File: src/hdl/space_vector_pwm_duty_defines.svh
// Assertion macros shared by the space-vector PWM duty block.
// Needs nothing else; taken in by `include in the files that assert.
`ifndef SPACE_VECTOR_PWM_DUTY_DEFINES_SVH
`define SPACE_VECTOR_PWM_DUTY_DEFINES_SVH

// Check that cons holds in the same cycle as ante.
`define SVPD_ASSERT_IMP(lbl, clk, rst_n, ante, cons, msg) \
    lbl: assert property (@(posedge clk) disable iff (!rst_n) (ante) |-> (cons)) else $error(msg);

// Check that cons holds in the cycle after ante.
`define SVPD_ASSERT_NXT(lbl, clk, rst_n, ante, cons, msg) \
    lbl: assert property (@(posedge clk) disable iff (!rst_n) (ante) |=> (cons)) else $error(msg);

`endif

File: src/hdl/svpd_pkg.sv
// Package of the space-vector PWM duty block: constants, sector codes, job record.
// Depends on nothing; used by the interfaces and all modules.
package svpd_pkg;

    // Fixed-point constants (Q1.15)
    localparam logic [14:0] SQ3H_Q15    = 15'd28378;
    localparam logic [15:0] HALF_Q15    = 16'd16384;
    localparam logic [16:0] ONE_Q15     = 17'd32768;
    localparam logic [15:0] RATIO_RESET = 16'd32768;

    // Width of rounded projections and of the duty arithmetic
    localparam int XW = 20;
    localparam int DW = 24;

    // Queue between front and back
    localparam int QDEPTH = 4;
    localparam int QAW    = $clog2(QDEPTH);
    localparam int QCW    = $clog2(QDEPTH + 1);

    // Sector codes: bit 0 beta axis, bit 1 axis at -30 deg, bit 2 axis at 210 deg
    localparam logic [2:0] SEC_ZERO = 3'd0;
    localparam logic [2:0] SEC_P1   = 3'd1;
    localparam logic [2:0] SEC_P2   = 3'd2;
    localparam logic [2:0] SEC_P12  = 3'd3;
    localparam logic [2:0] SEC_P3   = 3'd4;
    localparam logic [2:0] SEC_P13  = 3'd5;
    localparam logic [2:0] SEC_P23  = 3'd6;
    localparam logic [2:0] SEC_BAD  = 3'd7;

    // Classified vector handed from front to back
    typedef struct packed {
        logic signed [15:0] be;
        logic signed [31:0] sy;
        logic signed [31:0] sz;
        logic        [2:0]  sec;
    } t_job;

endpackage

File: src/hdl/svpd_queue.sv
// Short job queue between the front (classify) and back (duty) parts.
// Depends on svpd_pkg and the assertion macro header.
`include "space_vector_pwm_duty_defines.svh"

module svpd_queue import svpd_pkg::*; (
    input  logic i_clk,
    input  logic i_rst_n,
    input  logic i_push,
    input  t_job i_job,
    output logic o_full,
    output logic o_valid,
    output t_job o_job,
    input  logic i_pop
);

    t_job             r_mem [QDEPTH];
    logic [QAW-1:0]   r_wp;
    logic [QAW-1:0]   r_rp;
    logic [QCW-1:0]   r_count;
    logic             w_push;
    logic             w_pop;

    assign o_full  = (r_count == QCW'(QDEPTH));
    assign o_valid = (r_count != '0);
    assign o_job   = r_mem[r_rp];
    assign w_push  = i_push && !o_full;
    assign w_pop   = i_pop && o_valid;

    // Advance pointers and fill count
    always_ff @(posedge i_clk) begin
        if (!i_rst_n) begin
            r_wp    <= '0;
            r_rp    <= '0;
            r_count <= '0;
        end else begin
            if (w_push) r_wp <= r_wp + 1'b1;
            if (w_pop)  r_rp <= r_rp + 1'b1;
            if (w_push && !w_pop)      r_count <= r_count + 1'b1;
            else if (w_pop && !w_push) r_count <= r_count - 1'b1;
        end
    end

    // Store the pushed word
    always_ff @(posedge i_clk) begin
        if (w_push) r_mem[r_wp] <= i_job;
    end

    `SVPD_ASSERT_NXT(a_push_hold, i_clk, i_rst_n, i_push && o_full, i_push, "push dropped while queue full")
    `SVPD_ASSERT_IMP(a_count_range, i_clk, i_rst_n, 1'b1, r_count <= QCW'(QDEPTH), "queue count out of range")

endmodule

File: config.mk
export PLATFORM = sky130hd
export DESIGN_NAME = svpd_queue
export DESIGN_NICKNAME = d
export VERILOG_FILES = /design/src/hdl/svpd_pkg.sv /design/src/hdl/svpd_queue.sv
export VERILOG_INCLUDE_DIRS = /design/src /design/src/hdl
export SDC_FILE = /design/constraint.sdc
export NUM_CORES = 1
export LEC_CHECK = 0
export BUFFER_PORTS_ARGS = -buffer_cell sky130_fd_sc_hd__buf_2
export CAP_MARGIN = 25
export CORE_ASPECT_RATIO = 0.75
export CORE_UTILIZATION = 34
export DETAILED_ROUTE_END_ITERATION = 10
export PLACE_DENSITY = 0.51
export REMOVE_ABC_BUFFERS = 1
export SYNTH_ARGS = -nofsm -noshare
export SYNTH_HDL_FRONTEND = slang
export SYNTH_SLANG_ARGS = --single-unit
File: constraint.sdc
create_clock -name i_clk -period 7 [get_ports i_clk]
set_input_delay 2.1 -clock i_clk [delete_from_list [all_inputs] [get_ports i_clk]]
set_output_delay 2.1 -clock i_clk [all_outputs]
set_load 0.1 [all_outputs]
==> results.cfg, run 1 <==
[global_route]
grt_pass1_vias = 6178
grt_resource_usage_total_pct = 13.30
groute.layer.met2.usage_pct = 21.40
global_routing_s_busiest_layer = met2
grt_start_max_net_pins = 56
initial_antenna_violation_count = 2
grt_remaining_overflow = 0
grt_first_pass_wirelength_mm = 36.84
global_route.usage.met3_pct = 4.066
grtUsageMet1_pct = 17.43

[timing]
fin_crit_sh_pct = 70.47
setup_repair_after_global_routing_missed_its_margin = false
worst-slew-pin-transition_ps = 952.7
final_hold_viol_count = 0
final.min_clock_period_ps = 4933
slew_headroom_pct = 36.49
setup_violations = 0
finalMaxSlewViolations = 0
hold_slack_ps = 512.5
maximum_clock_frequency_ghz = 0.2027
fin_worst_skew_ps = 15.63
setup-tns-final_ps = 0

[synthesis]
yosys.area_share.xor_xnor_pct = 0.2811
synth.most_common_cell = sky130_fd_sc_hd__edfxtp_1
synth_compound_area_share_pct = 0.2711
syn-instance-count = 481
ys_top_cells_by_area = sky130_fd_sc_hd__edfxtp_1 (80%), sky130_fd_sc_hd__mux4_2 (15%), sky130_fd_sc_hd__dfxtp_1 (1.4%), sky130_fd_sc_hd__buf_6 (0.72%), sky130_fd_sc_hd__ha_1 (0.50%)
synth_edf_count = 332
postSynthRegisterBits = 341
yosys-mux-area-fraction_pct = 15.24
synthFlopType = sky130_fd_sc_hd__edfxtp_1
seq_area_frac_synth_pct = 81.45
synthesized_area_divided_by_synthesized_cell_count_um2 = 25.91
synth_area_mm2 = 0.01246
synth-simple-area-share_pct = 0.8233
yosys_warnings = 0
yosysTopAreaCell = sky130_fd_sc_hd__edfxtp_1
combinational_family_with_the_most_area_after_synthesis = multiplexers
synth.top_cells.by_count = sky130_fd_sc_hd__edfxtp_1 (332), sky130_fd_sc_hd__mux4_2 (83), sky130_fd_sc_hd__buf_2 (10)
synth-async-reset-ratio_pct = 0
post-synth-top-area-fraction_pct = 80.00
yosysUniqueCellTypes = 21
yosys.area_share.adder_pct = 0.6627

[drt]
wl_per_cell_um = 20.93
vias = 5663
dr.pass1.iters = 4
drc_violations = 0
viasPerCell = 4.836
initialDrtViolationCount = 307
drt.antenna.violating_nets = 0
totalWireLength_mm = 24.51

[setup_path]
startpoint_types = flip-flop
r2r_setup_slk_ps = 4140
worstPathMaxFanout = 42
cpPeakStageDelay_ps = 950
worstSetupEndpoint = o_job[79]
r2r-start = r_count[0]
regToRegEndpoint = r_mem[2][34]
cp_cell_sequence = buf_12 > mux4_2 > buf_2
crit_path_end_kind = output port
crit_required_ps = 4900
crit_slowest_cell = sky130_fd_sc_hd__dfxtp_4
worstPathArrival_ps = 2830
critical_path_class = reg2out
worst-r2r-cell-count = 4

[clocking]
cts_root_buffer = sky130_fd_sc_hd__clkbuf_16
numClockSinks = 341
clock_tree.htree_level_count = 2
tritoncts = yes
cts.repair_timing.setup_buffer_count = 0
max-clock-path-buffers = 3
cts_resized = 0
cts-buffers-inserted = 36
cts.hold.buffers_added = 0
clk_pin_slew_ps = 60
clk_latency_ps = 520

[floorplan]
die_width_um = 223.1
die_area_mm2 = 0.03743
fp.dieH_um = 167.8
coreArea_mm2 = 0.03596
num_io_pins = 172
initial_standard_cell_utilization_of_the_core_pct = 34.66
fp-row-count = 60

[finish]
final-instance-count-excl-fill = 1171
fill_cells = 3150
fraction_of_layout_cells_with_a_size_suffix_above_1_pct = 45.38
finish.utilization_pct = 41.57
synthToLayoutAreaGrowth_pct = 19.95
finish.net_count = 769

[placement]
detailedPlacementHpwl_mm = 14.10
dpl.cell_count = 1103
io_buffers = 171
gp_routability_congestion = 0.7095

[job]
cap_viol_max_count = 0

[hold_path]
hold_path.class = reg2reg

[status]
run_status = completed
-- layout make-up --
| type | count | area, um2 | area share (%) |
|---|---|---|---|
| clock buffers | 41 | 940.9 | 6.294 |
| multi-input cells | 117 | 2163 | 14.47 |
| inverters | 3 | 11.26 | 0.07533 |
| diodes | 3 | 7.507 | 0.05022 |
| well taps | 465 | 581.8 | 3.892 |
| repair buffers | 177 | 913.4 | 6.110 |
| clock inverters | 24 | 172.7 | 1.155 |
| flip-flops and latches | 341 | 10160 | 67.95 |
-- worst max-delay path, delay by kind of cell (launching register included) --
family,cells,cell delay (ps)
DFF,1,950
muxes,1,600
buffers and inverters,2,740
-- cells by family after synthesis --
family          Yosys count
buf+inv                  23
flops                   341
mux                      86
compound gates            4
xor+xnor                  4
fa+ha+maj                 6
simple gates             17
-- layout by cell type, fill, tap and decap left out, types with 3 or more instances in the layout --
master / n
sky130_fd_sc_hd__and2_4: 4
sky130_fd_sc_hd__and2_1: 4
sky130_fd_sc_hd__clkbuf_16: 37
sky130_fd_sc_hd__xnor2_1: 3
sky130_fd_sc_hd__clkbuf_1: 4
sky130_fd_sc_hd__inv_6: 3
sky130_fd_sc_hd__nand2_1: 4
sky130_fd_sc_hd__clkinv_1: 10
sky130_fd_sc_hd__clkinv_2: 8
sky130_fd_sc_hd__ha_1: 5
sky130_fd_sc_hd__edfxtp_1: 332
sky130_fd_sc_hd__dfxtp_1: 7
sky130_fd_sc_hd__mux2i_1: 3
sky130_fd_sc_hd__diode_2: 3
sky130_fd_sc_hd__buf_4: 5
sky130_fd_sc_hd__buf_2: 171
sky130_fd_sc_hd__mux4_2: 83
sky130_fd_sc_hd__inv_1: 3
-- layer usage --
metal | wire length [um] | vias up
li1 | - | 2469
met2 | 11750 | 164
met5 | 0 | -
met1 | 10700 | 2985
met4 | 486 | 0
met3 | 1575 | 45
-- flip-flops by register name (all words and copies together) (netlist names), named ones only --
name,cells
r_rp,2
r_count,3
r_wp,2
r_mem,332
-- worst min path at each step --
stage / from / endpoint / slack (ps) / depth (start not counted)
2_1_floorplan: r_wp[1] / r_wp[1] / 470 / 2
3_3_place_gp: r_wp[1] / r_wp[1] / 480 / 2
3_5_place_dp: r_wp[1] / r_wp[1] / 510 / 2
4_1_cts: r_wp[1] / r_wp[1] / 510 / 2
5_1_grt: r_wp[1] / r_wp[1] / 540 / 2
6_report: r_wp[1] / r_wp[1] / 510 / 2
-- metrics by stage --
stage / worst slack [ps] / cell area, um2
finish: 2067 / 14950
floorplan: 440.0 / 12310
detailed placement: 2444 / 13830
global route: 1802 / 14940
CTS: 1922 / 14940
global placement: 2494 / 13830
Power of run 1 is not shown: default switching activity piles up to over one toggle a cycle in this logic, so the estimate is an artifact.
==> inputs of run 2 (changes only) <==
- PLACE_DENSITY: 0.51 -> 0.53
- clock period: 7 -> 4.2 ns (I/O delays scaled with it)
==> results.cfg, run 2 (synthesis gave the netlist of run 1 again) <==
[floorplan]
initial_standard_cell_utilization_of_the_core_pct = 34.66
num_io_pins = 172
die_area_mm2 = 0.03743
die_width_um = 223.1
fp-row-count = 60
fp.dieH_um = 167.8
coreArea_mm2 = 0.03596

[drt]
viasPerCell = 4.801
dr.pass1.iters = 4
drc_violations = 0
initialDrtViolationCount = 299
totalWireLength_mm = 25.15
drt.antenna.violating_nets = 0
wl_per_cell_um = 21.48
vias = 5622

[setup_path]
worstPathArrival_ps = 2350
critical_path_class = reg2out
cpPeakStageDelay_ps = 670
crit_path_end_kind = output port
cp_cell_sequence = buf_12 > mux4_2 > buf_2
r2r-start = r_count[0]
worstPathMaxFanout = 54
worst_path_dominant_cell_family = buffers and inverters
worst-r2r-cell-count = 8
r2r_setup_slk_ps = 1720
regToRegEndpoint = r_count[2]
startpoint_types = flip-flop
crit_slowest_cell = sky130_fd_sc_hd__dfxtp_4
crit_required_ps = 2940
critical_path_buf_inv_count = 2

[timing]
fin_worst_skew_ps = 10.64
setup_repair_after_global_routing_missed_its_margin = false
worst-slew-pin-transition_ps = 573.6
final_hold_viol_count = 0
worst_slack_ps = 586.3
setup_violations = 0
fin_crit_sh_pct = 86.04
slew_headroom_pct = 61.76
finalMaxSlewViolations = 0
final.min_clock_period_ps = 3614
maximum_clock_frequency_ghz = 0.2767

[global_route]
global_routing_s_busiest_layer = met2
grt_remaining_overflow = 0
groute.layer.met2.usage_pct = 21.92
grt_first_pass_wirelength_mm = 38.01
grt_pass1_vias = 6214
grt_start_max_net_pins = 64
initial_antenna_violation_count = 7
global_route.usage.met3_pct = 4.328
grt_resource_usage_total_pct = 13.72
grtUsageMet1_pct = 17.94

[hold_path]
worstHoldEndpoint = r_wp[0]
hold_path.startpoint = r_wp[0]
whs_path_depth = 2
hold_path.class = reg2reg

[placement]
dp_slack_ps = 936.1
io_buffers = 171
placed_cell_area_mm2 = 0.01398
detailedPlacementHpwl_mm = 14.96
gp_routability_congestion = 0.7337

[finish]
largest_register_ff_count = 332
stdcell_area_mm2 = 0.01510
mostFrequentLayoutCells = sky130_fd_sc_hd__edfxtp_1 (332), sky130_fd_sc_hd__buf_2 (171), sky130_fd_sc_hd__mux4_2 (83)
mostFrequentLayoutCell = sky130_fd_sc_hd__edfxtp_1
finish.net_count = 773
finish.utilization_pct = 42.00
fraction_of_layout_cells_with_a_size_suffix_above_1_pct = 45.74
synthToLayoutAreaGrowth_pct = 21.18
layout_top_registers = r_mem: 332 flops, r_count: 3 flops
register_name_with_the_most_flops = r_mem

[clocking]
clock_tree.htree_level_count = 2
numClockSinks = 341
cts_root_buffer = sky130_fd_sc_hd__clkbuf_16
max-clock-path-buffers = 3
cts_resized = 0
tritoncts = yes
cts.hold.buffers_added = 0
clk_latency_ps = 510
cts-buffers-inserted = 35
cts.repair_timing.setup_buffer_count = 0
clk_pin_slew_ps = 60

[job]
cap_viol_max_count = 0

[status]
run_status = completed
run 2: cell count changes in the layout (fill, tap and decap cells not counted):
cell | before | now
sky130_fd_sc_hd__buf_12 | 1 | 10
sky130_fd_sc_hd__clkinv_1 | 10 | 2
sky130_fd_sc_hd__clkbuf_1 | 4 | 10
sky130_fd_sc_hd__buf_4 | 5 | 1
sky130_fd_sc_hd__inv_6 | 3 | 0
sky130_fd_sc_hd__clkinv_2 | 8 | 6
sky130_fd_sc_hd__clkinvlp_4 | 0 | 2
sky130_fd_sc_hd__bufinv_16 | 2 | 3
sky130_fd_sc_hd__clkbuf_8 | 0 | 1
sky130_fd_sc_hd__clkinv_4 | 1 | 0
sky130_fd_sc_hd__diode_2 | 3 | 2
run 2: how the worst max path moves through the flow:
stage / to / cells after the start / from
2_1_floorplan: o_job[0] / 1 / flip-flop
3_3_place_gp: r_count[2] / 8 / i_push
3_5_place_dp: r_count[2] / 8 / i_push
4_1_cts: o_job[18] / 3 / flip-flop
5_1_grt: o_job[79] / 3 / flip-flop
6_report: o_job[53] / 3 / flip-flop
run 2: per-stage QoR:
stage / setup TNS [ps] / instances / hold WS [ps]
after floorplan: -126160 / 461 / 467.7
after global placement: 0 / 1108 / 479.2
after global routing: 0 / 1169 / 552.2
after detailed placement: 0 / 1108 / 510.3
final: 0 / 1171 / 533.6
after CTS: 0 / 1169 / 521.5
run 2: cell type report:
type                            instances  area (um2)
Clock buffer                           48       977.2
Sequential cell                       341       10160
Fill cell                            3105       20860
Antenna cell                            2       5.005
Timing Repair Buffer                  182        1064
Clock inverter                         13       142.6
Multi-Input combinational cell        117        2163
Inverter                                3       11.26
Tap cell                              465       581.8
run 2: worst register-to-register path: cells and delay by family, from the launching register on:
kind	cells	cell delay, ps
compound gates	1	170
buf+inv	1	60
xor+xnor	1	180
fa+ha+maj	2	670
simple gates	3	860
flops	1	480
run 2: per-layer routing:
| layer | vias up | routed length (um) |
|---|---|---|
| met2 | 172 | 11790 |
| met3 | 52 | 1797 |
| met4 | 6 | 545 |
| met1 | 2925 | 10980 |
| met5 | - | 32 |
| li1 | 2467 | - |
Power of run 2 is left out for the same reason.
