$ cat config.mk
export PLATFORM = sky130hd
export DESIGN_NAME = svpd_front_flat
export DESIGN_NICKNAME = d
export VERILOG_FILES = /design/src/hdl/space_vector_pwm_duty_defines.svh /design/src/hdl/svpd_pkg.sv /design/src/hdl/svpd_intf.sv /design/src/hdl/svpd_front.sv /design/src/flat_wrapper.sv
export SDC_FILE = /design/constraint.sdc
export NUM_CORES = 1
export LEC_CHECK = 0
export BUFFER_PORTS_ARGS = -buffer_cell sky130_fd_sc_hd__buf_2
export CELL_PAD_IN_SITES_DETAIL_PLACEMENT = 1
export CELL_PAD_IN_SITES_GLOBAL_PLACEMENT = 1
export CORE_MARGIN = 1.5
export CORE_UTILIZATION = 52
export DETAILED_ROUTE_END_ITERATION = 16
export PLACE_DENSITY = 0.95
export SYNTH_ARGS = -nofsm -noshare
export SYNTH_HDL_FRONTEND = slang
export SYNTH_SLANG_ARGS = --single-unit
$ cat constraint.sdc
create_clock -name i_clk -period 12.3 [get_ports i_clk]
set_input_delay 0.615 -clock i_clk [delete_from_list [all_inputs] [get_ports i_clk]]
set_output_delay 0.615 -clock i_clk [all_outputs]
set_load 0.05 [all_outputs]
$ cat src/hdl/space_vector_pwm_duty_defines.svh
// Assertion macros shared by the space-vector PWM duty block.
// Needs nothing else; taken in by `include in the files that assert.
`ifndef SPACE_VECTOR_PWM_DUTY_DEFINES_SVH
`define SPACE_VECTOR_PWM_DUTY_DEFINES_SVH

// Check that cons holds in the same cycle as ante.
`define SVPD_ASSERT_IMP(lbl, clk, rst_n, ante, cons, msg) \
    lbl: assert property (@(posedge clk) disable iff (!rst_n) (ante) |-> (cons)) else $error(msg);

// Check that cons holds in the cycle after ante.
`define SVPD_ASSERT_NXT(lbl, clk, rst_n, ante, cons, msg) \
    lbl: assert property (@(posedge clk) disable iff (!rst_n) (ante) |=> (cons)) else $error(msg);

`endif

$ cat src/hdl/svpd_pkg.sv
// Package of the space-vector PWM duty block: constants, sector codes, job record.
// Depends on nothing; used by the interfaces and all modules.
package svpd_pkg;

    // Fixed-point constants (Q1.15)
    localparam logic [14:0] SQ3H_Q15    = 15'd28378;
    localparam logic [15:0] HALF_Q15    = 16'd16384;
    localparam logic [16:0] ONE_Q15     = 17'd32768;
    localparam logic [15:0] RATIO_RESET = 16'd32768;

    // Width of rounded projections and of the duty arithmetic
    localparam int XW = 20;
    localparam int DW = 24;

    // Queue between front and back
    localparam int QDEPTH = 4;
    localparam int QAW    = $clog2(QDEPTH);
    localparam int QCW    = $clog2(QDEPTH + 1);

    // Sector codes: bit 0 beta axis, bit 1 axis at -30 deg, bit 2 axis at 210 deg
    localparam logic [2:0] SEC_ZERO = 3'd0;
    localparam logic [2:0] SEC_P1   = 3'd1;
    localparam logic [2:0] SEC_P2   = 3'd2;
    localparam logic [2:0] SEC_P12  = 3'd3;
    localparam logic [2:0] SEC_P3   = 3'd4;
    localparam logic [2:0] SEC_P13  = 3'd5;
    localparam logic [2:0] SEC_P23  = 3'd6;
    localparam logic [2:0] SEC_BAD  = 3'd7;

    // Classified vector handed from front to back
    typedef struct packed {
        logic signed [15:0] be;
        logic signed [31:0] sy;
        logic signed [31:0] sz;
        logic        [2:0]  sec;
    } t_job;

endpackage

$ cat src/hdl/svpd_intf.sv
// Valid/ready channel interfaces of the space-vector PWM duty block.
// Depends on svpd_pkg.
interface svpd_in_if import svpd_pkg::*; ();
    logic               valid;
    logic               ready;
    logic signed [15:0] alpha_component;
    logic signed [15:0] beta_component;

    modport source (output valid, output alpha_component, output beta_component,
                    input ready);
    modport sink   (input valid, input alpha_component, input beta_component,
                    output ready);
endinterface


$ cat src/hdl/svpd_front.sv
// Front part: accepts vectors, forms the alpha/beta projection sums and the sector.
// Depends on svpd_pkg and the input channel interface.
module svpd_front import svpd_pkg::*; (
    input  logic        i_clk,
    input  logic        i_rst_n,
    svpd_in_if.sink     i_vec,
    input  logic [15:0] i_ratio,
    input  logic        i_full,
    output logic        o_push,
    output t_job        o_job
);

    logic               r_v1;
    logic               r_v2;
    logic signed [30:0] r_kal;
    logic signed [15:0] r_be1;
    t_job               r_job;
    t_job               n_job;
    logic signed [30:0] n_kal;
    logic signed [31:0] w_hb;
    logic               w_rdy1;
    logic               w_rdy2;

    assign w_rdy2      = !r_v2 || !i_full;
    assign w_rdy1      = !r_v1 || w_rdy2;
    assign i_vec.ready = w_rdy1;
    assign o_push      = r_v2;
    assign o_job       = r_job;

    // Stage 1: k * alpha
    assign n_kal = 31'($signed({1'b0, SQ3H_Q15})) * 31'(i_vec.alpha_component);

    // Stage 2: Y and Z sums in Q30, sector from their signs and the sign of beta (zero when the ratio is zero)
    always_comb begin
        w_hb       = 32'(r_be1) <<< 14;
        n_job.be   = r_be1;
        n_job.sy   = 32'(r_kal) + w_hb;
        n_job.sz   = w_hb - 32'(r_kal);
        if (i_ratio != '0) begin
            n_job.sec = {n_job.sy[31], n_job.sz[31], (!r_be1[15] && (r_be1 != '0))};
        end else begin
            n_job.sec = SEC_ZERO;
        end
    end

    // Advance stage valids
    always_ff @(posedge i_clk) begin
        if (!i_rst_n) begin
            r_v1 <= 1'b0;
            r_v2 <= 1'b0;
        end else begin
            if (w_rdy1) r_v1 <= i_vec.valid;
            if (w_rdy2) r_v2 <= r_v1;
        end
    end

    // Load stage payloads
    always_ff @(posedge i_clk) begin
        if (w_rdy1 && i_vec.valid) begin
            r_kal <= n_kal;
            r_be1 <= i_vec.beta_component;
        end
        if (w_rdy2 && r_v1) r_job <= n_job;
    end

endmodule

$ cat src/flat_wrapper.sv
// flat-port wrapper written by rule: the top's interface ports become plain ports
module svpd_front_flat import svpd_pkg::*;
  (i_clk, i_rst_n, i_ratio, i_full, o_push, o_job, i_vec_valid, i_vec_alpha_component, i_vec_beta_component, i_vec_ready);
  svpd_in_if i_vec_i ();
  input  logic i_clk;
  input  logic i_rst_n;
  input  logic [15:0] i_ratio;
  input  logic i_full;
  output logic o_push;
  output t_job o_job;
  input wire logic [$bits(i_vec_i.valid)-1:0] i_vec_valid;
  input wire logic [$bits(i_vec_i.alpha_component)-1:0] i_vec_alpha_component;
  input wire logic [$bits(i_vec_i.beta_component)-1:0] i_vec_beta_component;
  output wire logic [$bits(i_vec_i.ready)-1:0] i_vec_ready;
  assign i_vec_i.valid = i_vec_valid;
  assign i_vec_i.alpha_component = i_vec_alpha_component;
  assign i_vec_i.beta_component = i_vec_beta_component;
  assign i_vec_ready = i_vec_i.ready;
  svpd_front u_core (.i_clk(i_clk), .i_rst_n(i_rst_n), .i_vec(i_vec_i), .i_ratio(i_ratio), .i_full(i_full), .o_push(o_push), .o_job(o_job));
endmodule
==> metrics.yaml, run 1 <==
grt_pass1_vias: 9132
synth_cell_type_count: 66
tns_ns: 0
period_needed_ns: 6.19
slew_headroom_pct: 24.8
ys_seq_area_share_pct: 33.9
cts_tree: "done"
crit_path_start_kind: "input pin"
cts_root_buf: "clkbuf_16"
clk-insertion-delay-late_ns: 0.43
globalplace.congestion: 0.903
post-dp-hpwl_mm: 25.0
wirelength_mm: 31.8
antenna_found_initial: 1
cts.sinks: 128
netlist.area_leader.share_pct: 33.6
maxCapViolCount: 0
fillers: 2242
synth_area_sq_mm: 0.0113
cp.arrival_ns: 6.37
cp.required_ns: 12.48
ys.warnings.count: 0
reg2reg_slack_ns: 8.89
synth_common_cells: "inv_1 (242), ha_1 (135), edfxtp_1 (126)"
fin_worst_skew_ns: 0.0113
viasPerCell: 5.67
path_cells: "buf_2 -> ha_1 -> inv_1 -> fa_1 -> fa_1 -> fa_1 -> inv_1 -> fa_1 -> inv_1 -> fa_1 -> inv_1 -> ha_1 -> o21a_1 -> o311a_1 -> nand3_1 -> a41oi_1 -> o21ai_0 -> a21oi_1 -> a21oi_1 -> a211o_1"
start_util_pct: 53.3
crit_path_frequent_cell: "fa_1"
tightest_slew_ns: 1.13
synth_most_common_cell: "inv_1"
cp_slowest_stage_delay_ns: 0.58
core_sq_mm: 0.0212
h-tree-depth: 4
synth_flop_cell: "edfxtp_1"
ant_nets: 0
layout-drive-gt1-share_pct: 16.1
grt_overflow: 0
grt_pass1_wl_mm: 49.5
max_clock_freq_mhz: 162
worstHoldPathType: "input pin to flip-flop"
path_buf_inv: 5
ys_top_cells_by_area: "edfxtp_1 (34%), fa_1 (22%), ha_1 (15%)"
drt-initial-drc-count: 513
synth_cells: 992
io_pins: 137
synth_edf_count: 126
clockBufferDepth: 2
vias: 8063
hold_viol_final: 0
drc_errors: 0
critical_path_peak_fanout: 5
grt_max_degree: 81
maxSlewViolCount: 0
outcome: "completed"
async_flop_share_pct: 0
post-cts-setup-buffers: 0
synth_area_per_cell_sq_um: 11.4
crit_type: "input pin to flip-flop"
port_buffers: 134
synth_top_area_cell: "edfxtp_1"
setup_violations: 0
syn2layout_area_growth_pct: 13.8
wire_per_inst_um: 22.4
cp_slowest_cell: "fa_1"
die_h_um: 150
end_kind: "flip-flop"
clkTransAtPathRegs_ns: 0.07
dieWidth_um: 150
std_cell_rows: 53
cts_buffers: 17
synth_seq_cells: 128
final_util_pct: 60.7
finalNetCount: 1442
fin_crit_sh_pct: 50.3
grt_use_total_pct: 29.5
die_area_sq_mm: 0.0226
ctsHoldBuffers: 0
dr.pass1.iters: 6
crit_family: "adder cells"
rsz0062_at_grt: "no"
cts_resized: 0
[state kept, by name, summed over array words and instances, names as in the netlist]
register,cells
u_core.r_kal,30
u_core.r_be1,16
u_core.o_push,1
u_core.r_v1,1
u_core.o_job,80
[logic make-up after synthesis]
family                     synth area share [%]
xor gates and xnor gates                   5.28
buffers and inverters                      8.91
AOI/OAI and AO/OA                          8.57
other                                    0.0333
DFF                                        33.9
muxes                                    0.0999
adders and majority gates                  36.6
and+or+nand+nor                            6.56
[worst paths after layout]
kind / endpoint / from / cells after the start
hold / removal: u_core.r_be1[7] / i_vec_beta_component[7] / 1
hold reg to reg: u_core.o_job[4] / u_core.r_kal[1] / 0
setup reg to reg: u_core.o_job[2] / u_core.r_be1[2] / 9
setup / recovery: u_core.r_kal[28] / i_vec_alpha_component[5] / 20
[per-stage QoR]
step / instance area (sq um) / hold slack (ns) / instances / setup slack [ns]
after floorplan: 11300 / 0.473 / 993 / 5.23
after global placement: 12200 / 0.494 / 1389 / 6.15
after detailed placement: 12200 / 0.527 / 1389 / 5.88
after CTS: 12800 / 0.352 / 1421 / 6.17
after global routing: 12800 / 0.354 / 1422 / 5.84
final: 12800 / 0.354 / 1422 / 6.11
[cells in the final DEF, fill, tap and decap left out, types with 5 or more instances in the layout]
master	n
inv_1	242
ha_1	135
buf_2	134
edfxtp_1	126
fa_1	122
xnor2_1	49
a21oi_1	46
nor2_1	37
o21ai_0	20
xor2_1	19
clkbuf_16	17
nand2_1	16
a21o_1	15
nor3_1	12
o21bai_1	11
nand3_1	9
nor4_1	9
nand2b_1	8
nor2b_1	7
a31oi_1	7
and3_1	6
a211o_1	5
or2_2	5
nand4_1	5
or3_1	5
[routing by layer]
layer | GRT usage (%) | routed length [um] | vias up
met4 | 12.5 | 1180 | 0
met2 | 55.5 | 17000 | 318
li1 | - | - | 3553
met1 | 33.4 | 12200 | 4113
met5 | 0 | 0 | -
met3 | 3.67 | 1490 | 79
[final cells by class]
| class | count | area (sq um) | area share (%) |
|---|---|---|---|
| antenna | 1 | 2.50 | 0.0195 |
| inverter | 242 | 908 | 7.08 |
| clock inverter | 14 | 181 | 1.41 |
| timing repair buffer | 135 | 678 | 5.29 |
| sequential | 128 | 3820 | 29.8 |
| multi-input combinational | 609 | 6460 | 50.4 |
| tap | 275 | 344 | 2.68 |
| clock buffer | 18 | 429 | 3.34 |
Power of run 1 is not shown: default switching activity piles up to over one toggle a cycle in this logic, so the estimate is an artifact.
==> run 2: changes to the inputs <==
--- a/config.mk
+++ b/config.mk
@@ -5,13 +5,14 @@
 export SDC_FILE = /design/constraint.sdc
 export NUM_CORES = 1
 export LEC_CHECK = 0
+export ABC_AREA = 1
 export BUFFER_PORTS_ARGS = -buffer_cell sky130_fd_sc_hd__buf_2
 export CELL_PAD_IN_SITES_DETAIL_PLACEMENT = 1
 export CELL_PAD_IN_SITES_GLOBAL_PLACEMENT = 1
 export CORE_MARGIN = 1.5
-export CORE_UTILIZATION = 52
+export CORE_UTILIZATION = 42
 export DETAILED_ROUTE_END_ITERATION = 16
-export PLACE_DENSITY = 0.95
+export PLACE_DENSITY = 0.86
 export SYNTH_ARGS = -nofsm -noshare
 export SYNTH_HDL_FRONTEND = slang
 export SYNTH_SLANG_ARGS = --single-unit
==> constraint.sdc (replaced) <==
create_clock -name i_clk -period 5.2 [get_ports i_clk]
set_input_delay 0.26 -clock i_clk [delete_from_list [all_inputs] [get_ports i_clk]]
set_output_delay 0.26 -clock i_clk [all_outputs]
set_load 0.05 [all_outputs]
==> run 2 against run 1 <==
Wire length rose by 7.8%. Synthesized area grew 8.4%. Setup slack got worse by 5.9 ns. Critical path depth fell by 1. Largest cell class unchanged.
==> metrics.yaml, run 2 <==
async_flop_share_pct: 0  # unchanged
cts_root_buf: "clkbuf_16"  # unchanged
dp_cells: 1814  # was 1389
stdcell_count: 1846  # was 1422
synth_flop_cell: "edfxtp_1"  # unchanged
synth_cell_type_count: 38  # was 66
path_depth: 19  # was 20
drc_errors: 0  # unchanged
grt_use_total_pct: 23.9  # was 29.5%
layout_commonest_cell: "inv_1"  # unchanged
largest_reg_flops: 80  # unchanged
reg2reg_slack_ns: 2.49  # was 8.89 ns
synth_top_area_cell: "edfxtp_1"  # unchanged
crit_end: "u_core.r_kal[26]"  # was u_core.r_kal[28]
globalplace.congestion: 0.918  # was 0.903
netlist.area_leader.share_pct: 31.0  # was 33.6%
cp.required_ns: 5.37  # was 12.48 ns
crit_path_start_kind: "input pin"  # unchanged
dr.pass1.iters: 5  # was 6
antenna_found_initial: 0  # was 1
crit_type: "input pin to flip-flop"  # unchanged
cp_slowest_stage_delay_ns: 0.54  # was 0.58 ns
maxCapViolCount: 0  # unchanged
wire_per_inst_um: 18.6  # was 22.4 um
max_clock_freq_mhz: 200
path_cells: "buf_2 -> inv_1 -> ha_1 -> inv_1 -> fa_1 -> fa_1 -> inv_1 -> fa_1 -> fa_1 -> inv_1 -> fa_1 -> ha_1 -> a21oi_1 -> o21ai_0 -> a21o_1 -> nand2_1 -> nand3_1 -> nand2_1 -> nand2_1"  # was buf_2 -> ha_1 -> inv_1 -> fa_1 -> fa_1 -> fa_1 -> inv_1 -> fa_1 -> inv_1 -> fa_1 -> inv_1 -> ha_1 -> o21a_1 -> o311a_1 -> nand3_1 -> a41oi_1 -> o21ai_0 -> a21oi_1 -> a21oi_1 -> a211o_1
wirelength_mm: 34.3  # was 31.8 mm
io_pins: 137  # unchanged
cp.arrival_ns: 5.16  # was 6.37 ns
std_cell_rows: 62  # was 53
clockBufferDepth: 2  # unchanged
clk-insertion-delay-late_ns: 0.42  # was 0.43 ns
ant_nets: 0  # unchanged
grt_max_degree: 64  # was 81
worstHoldPathType: "input pin to flip-flop"  # unchanged
end_kind: "flip-flop"  # unchanged
diodes: 0  # was 1
path_buf_inv: 5  # unchanged
grt_pass1_vias: 10460  # was 9132
critical_path_peak_fanout: 5  # unchanged
synth_edf_count: 126  # unchanged
cp_slowest_cell: "fa_1"  # unchanged
slew_headroom_pct: 35.9  # was 24.8%
post-dp-hpwl_mm: 29.1  # was 25.0 mm
cts.sinks: 128  # unchanged
fillers: 3361  # was 2242
syn2layout_area_growth_pct: 14.2  # was 13.8%
drt-initial-drc-count: 418  # was 513
h-tree-depth: 4  # unchanged
start_util_pct: 42.6  # was 53.3%
grt_pass1_wl_mm: 55.8  # was 49.5 mm
fin_crit_sh_pct: 95.9
tightest_slew_ns: 0.960  # was 1.13 ns
viasPerCell: 5.01  # was 5.67
die_area_sq_mm: 0.0301  # was 0.0226 sq mm
cts_tree: "done"  # unchanged
startpoint: "i_vec_alpha_component[14]"  # was i_vec_alpha_component[5]
finalNetCount: 1758  # was 1442
crit_path_frequent_cell: "fa_1"  # unchanged
r2r-start: "u_core.r_be1[7]"  # was u_core.r_be1[2]
vias: 9253  # was 8063
crit_family: "adder cells"  # unchanged
synth_most_common_cell: "inv_1"  # unchanged
rsz0062_at_grt: "no"  # unchanged
synth_seq_cells: 128  # unchanged
ys_seq_area_share_pct: 31.3  # was 33.9%
outcome: "completed"  # unchanged
setup_violations: 0  # unchanged
r2r_end: "u_core.o_job[32]"  # was u_core.o_job[2]
hold_viol_final: 0  # unchanged
period_needed_ns: 4.99
ys.warnings.count: 0  # unchanged
die_h_um: 174  # was 150 um
cts_buffers: 17  # unchanged
port_buffers: 134  # unchanged
clkTransAtPathRegs_ns: 0.06  # was 0.07 ns
grt_overflow: 0  # unchanged
mostFrequentLayoutCells: "inv_1 (323), nand2_1 (203), ha_1 (135), buf_2 (134), edfxtp_1 (126)"  # was inv_1 (242), ha_1 (135), buf_2 (134), edfxtp_1 (126), fa_1 (122)
cts_resized: 0  # unchanged
maxSlewViolCount: 0  # unchanged
dieWidth_um: 174  # was 150 um
synth_common_cells: "inv_1 (324), nand2_1 (203), ha_1 (135)"  # was inv_1 (242), ha_1 (135), edfxtp_1 (126)
ctsHoldBuffers: 0  # unchanged
fin_worst_skew_ns: 0.0101  # was 0.0113 ns
synth_cells: 1305  # was 992
core_sq_mm: 0.0287  # was 0.0212 sq mm
synth_area_sq_mm: 0.0122  # was 0.0113 sq mm
post-cts-setup-buffers: 0  # unchanged
layout-drive-gt1-share_pct: 14.5  # was 16.1%
synth_area_per_cell_sq_um: 9.36  # was 11.4 sq um
ys_top_cells_by_area: "edfxtp_1 (31%), fa_1 (20%), ha_1 (14%)"  # was edfxtp_1 (34%), fa_1 (22%), ha_1 (15%)
r2r.worst_path.cells: 7  # was 9
==> run 2: cell count changes after synthesis, sizes merged, moves of 9 or more <==
cell and delta:
nand2 +198, nand4 +12, nand3 +48, nor3 +9, nor2 +51, xor2 +26
xnor2 -42, a21oi +15, a21o -9, inv +88
==> run 2: cell type report <==
class / count / area (sq um) / area share (%)
clock buffer: 19 / 433 / 3.10
sequential: 128 / 3820 / 27.4
clock inverter: 13 / 189 / 1.35
multi-input combinational: 833 / 7080 / 50.7
inverter: 330 / 1240 / 8.88
tap: 384 / 480 / 3.44
timing repair buffer: 139 / 708 / 5.08
==> run 2: worst reg2reg max path, cell delays in order (launching register included) <==
cell	delay, ns
edfxtp_1	0.50
ha_1	0.65
nand2_1	0.19
nor2_2	0.24
nor3b_2	0.33
nand3_1	0.18
nand3_1	0.17
xor2_1	0.27
==> run 2: kinds of logic (layout without fill, tap and decap cells) <==
| family | Yosys count | after routing | synth area share (%) |
|---|---|---|---|
| AO/OA/AOI/OAI | 110 | 110 | 5.17 |
| XOR/XNOR | 52 | 52 | 3.73 |
| adder cells (fa/ha/maj) | 257 | 257 | 33.8 |
| buffers and inverters | 345 | 501 | 10.9 |
| flip-flops | 128 | 128 | 31.3 |
| other | 1 | 2 | 0.0307 |
| AND/OR/NAND/NOR | 412 | 412 | 15.0 |
==> run 2: worst min-delay path by stage <==
stage	depth (start not counted)	endpoint	slack (ns)	startpoint
after floorplan	0	u_core.r_be1[0]	0.36	i_vec_beta_component[0]
after global placement	1	u_core.r_be1[5]	0.44	i_vec_beta_component[5]
after detailed placement	1	u_core.r_be1[11]	0.44	i_vec_beta_component[11]
after CTS	1	u_core.r_be1[15]	0.0005	i_vec_beta_component[15]
after global routing	1	u_core.r_be1[15]	0.004	i_vec_beta_component[15]
final	1	u_core.r_be1[15]	0.01	i_vec_beta_component[15]
==> run 2: per-layer routing <==
| layer | part of all wire, % | wire [um] | track usage (%) |
|---|---|---|---|
| met1 | 41 | 14000 | 28.0 |
| met2 | 53 | 18300 | 45.0 |
| met3 | 3.2 | 1110 | 2.50 |
| met4 | 2.9 | 991 | 8.73 |
| met5 | 0 | 0 | 0 |
==> run 2: per-stage QoR <==
step	instance area [sq um]	setup WS (ns)	util (%)	setup TNS, ns	hold slack [ns]
after floorplan	12200	0.605	-	0	0.359
after global placement	13300	-0.0841	46.4	-0.169	0.438
after detailed placement	13300	-0.203	46.4	-0.875	0.441
after CTS	13900	0.196	48.6	0	0.000470
after global routing	13900	0.00701	48.6	0	0.00450
final	13900	0.212	48.6	0	0.0105
Power of run 2 is left out for the same reason.
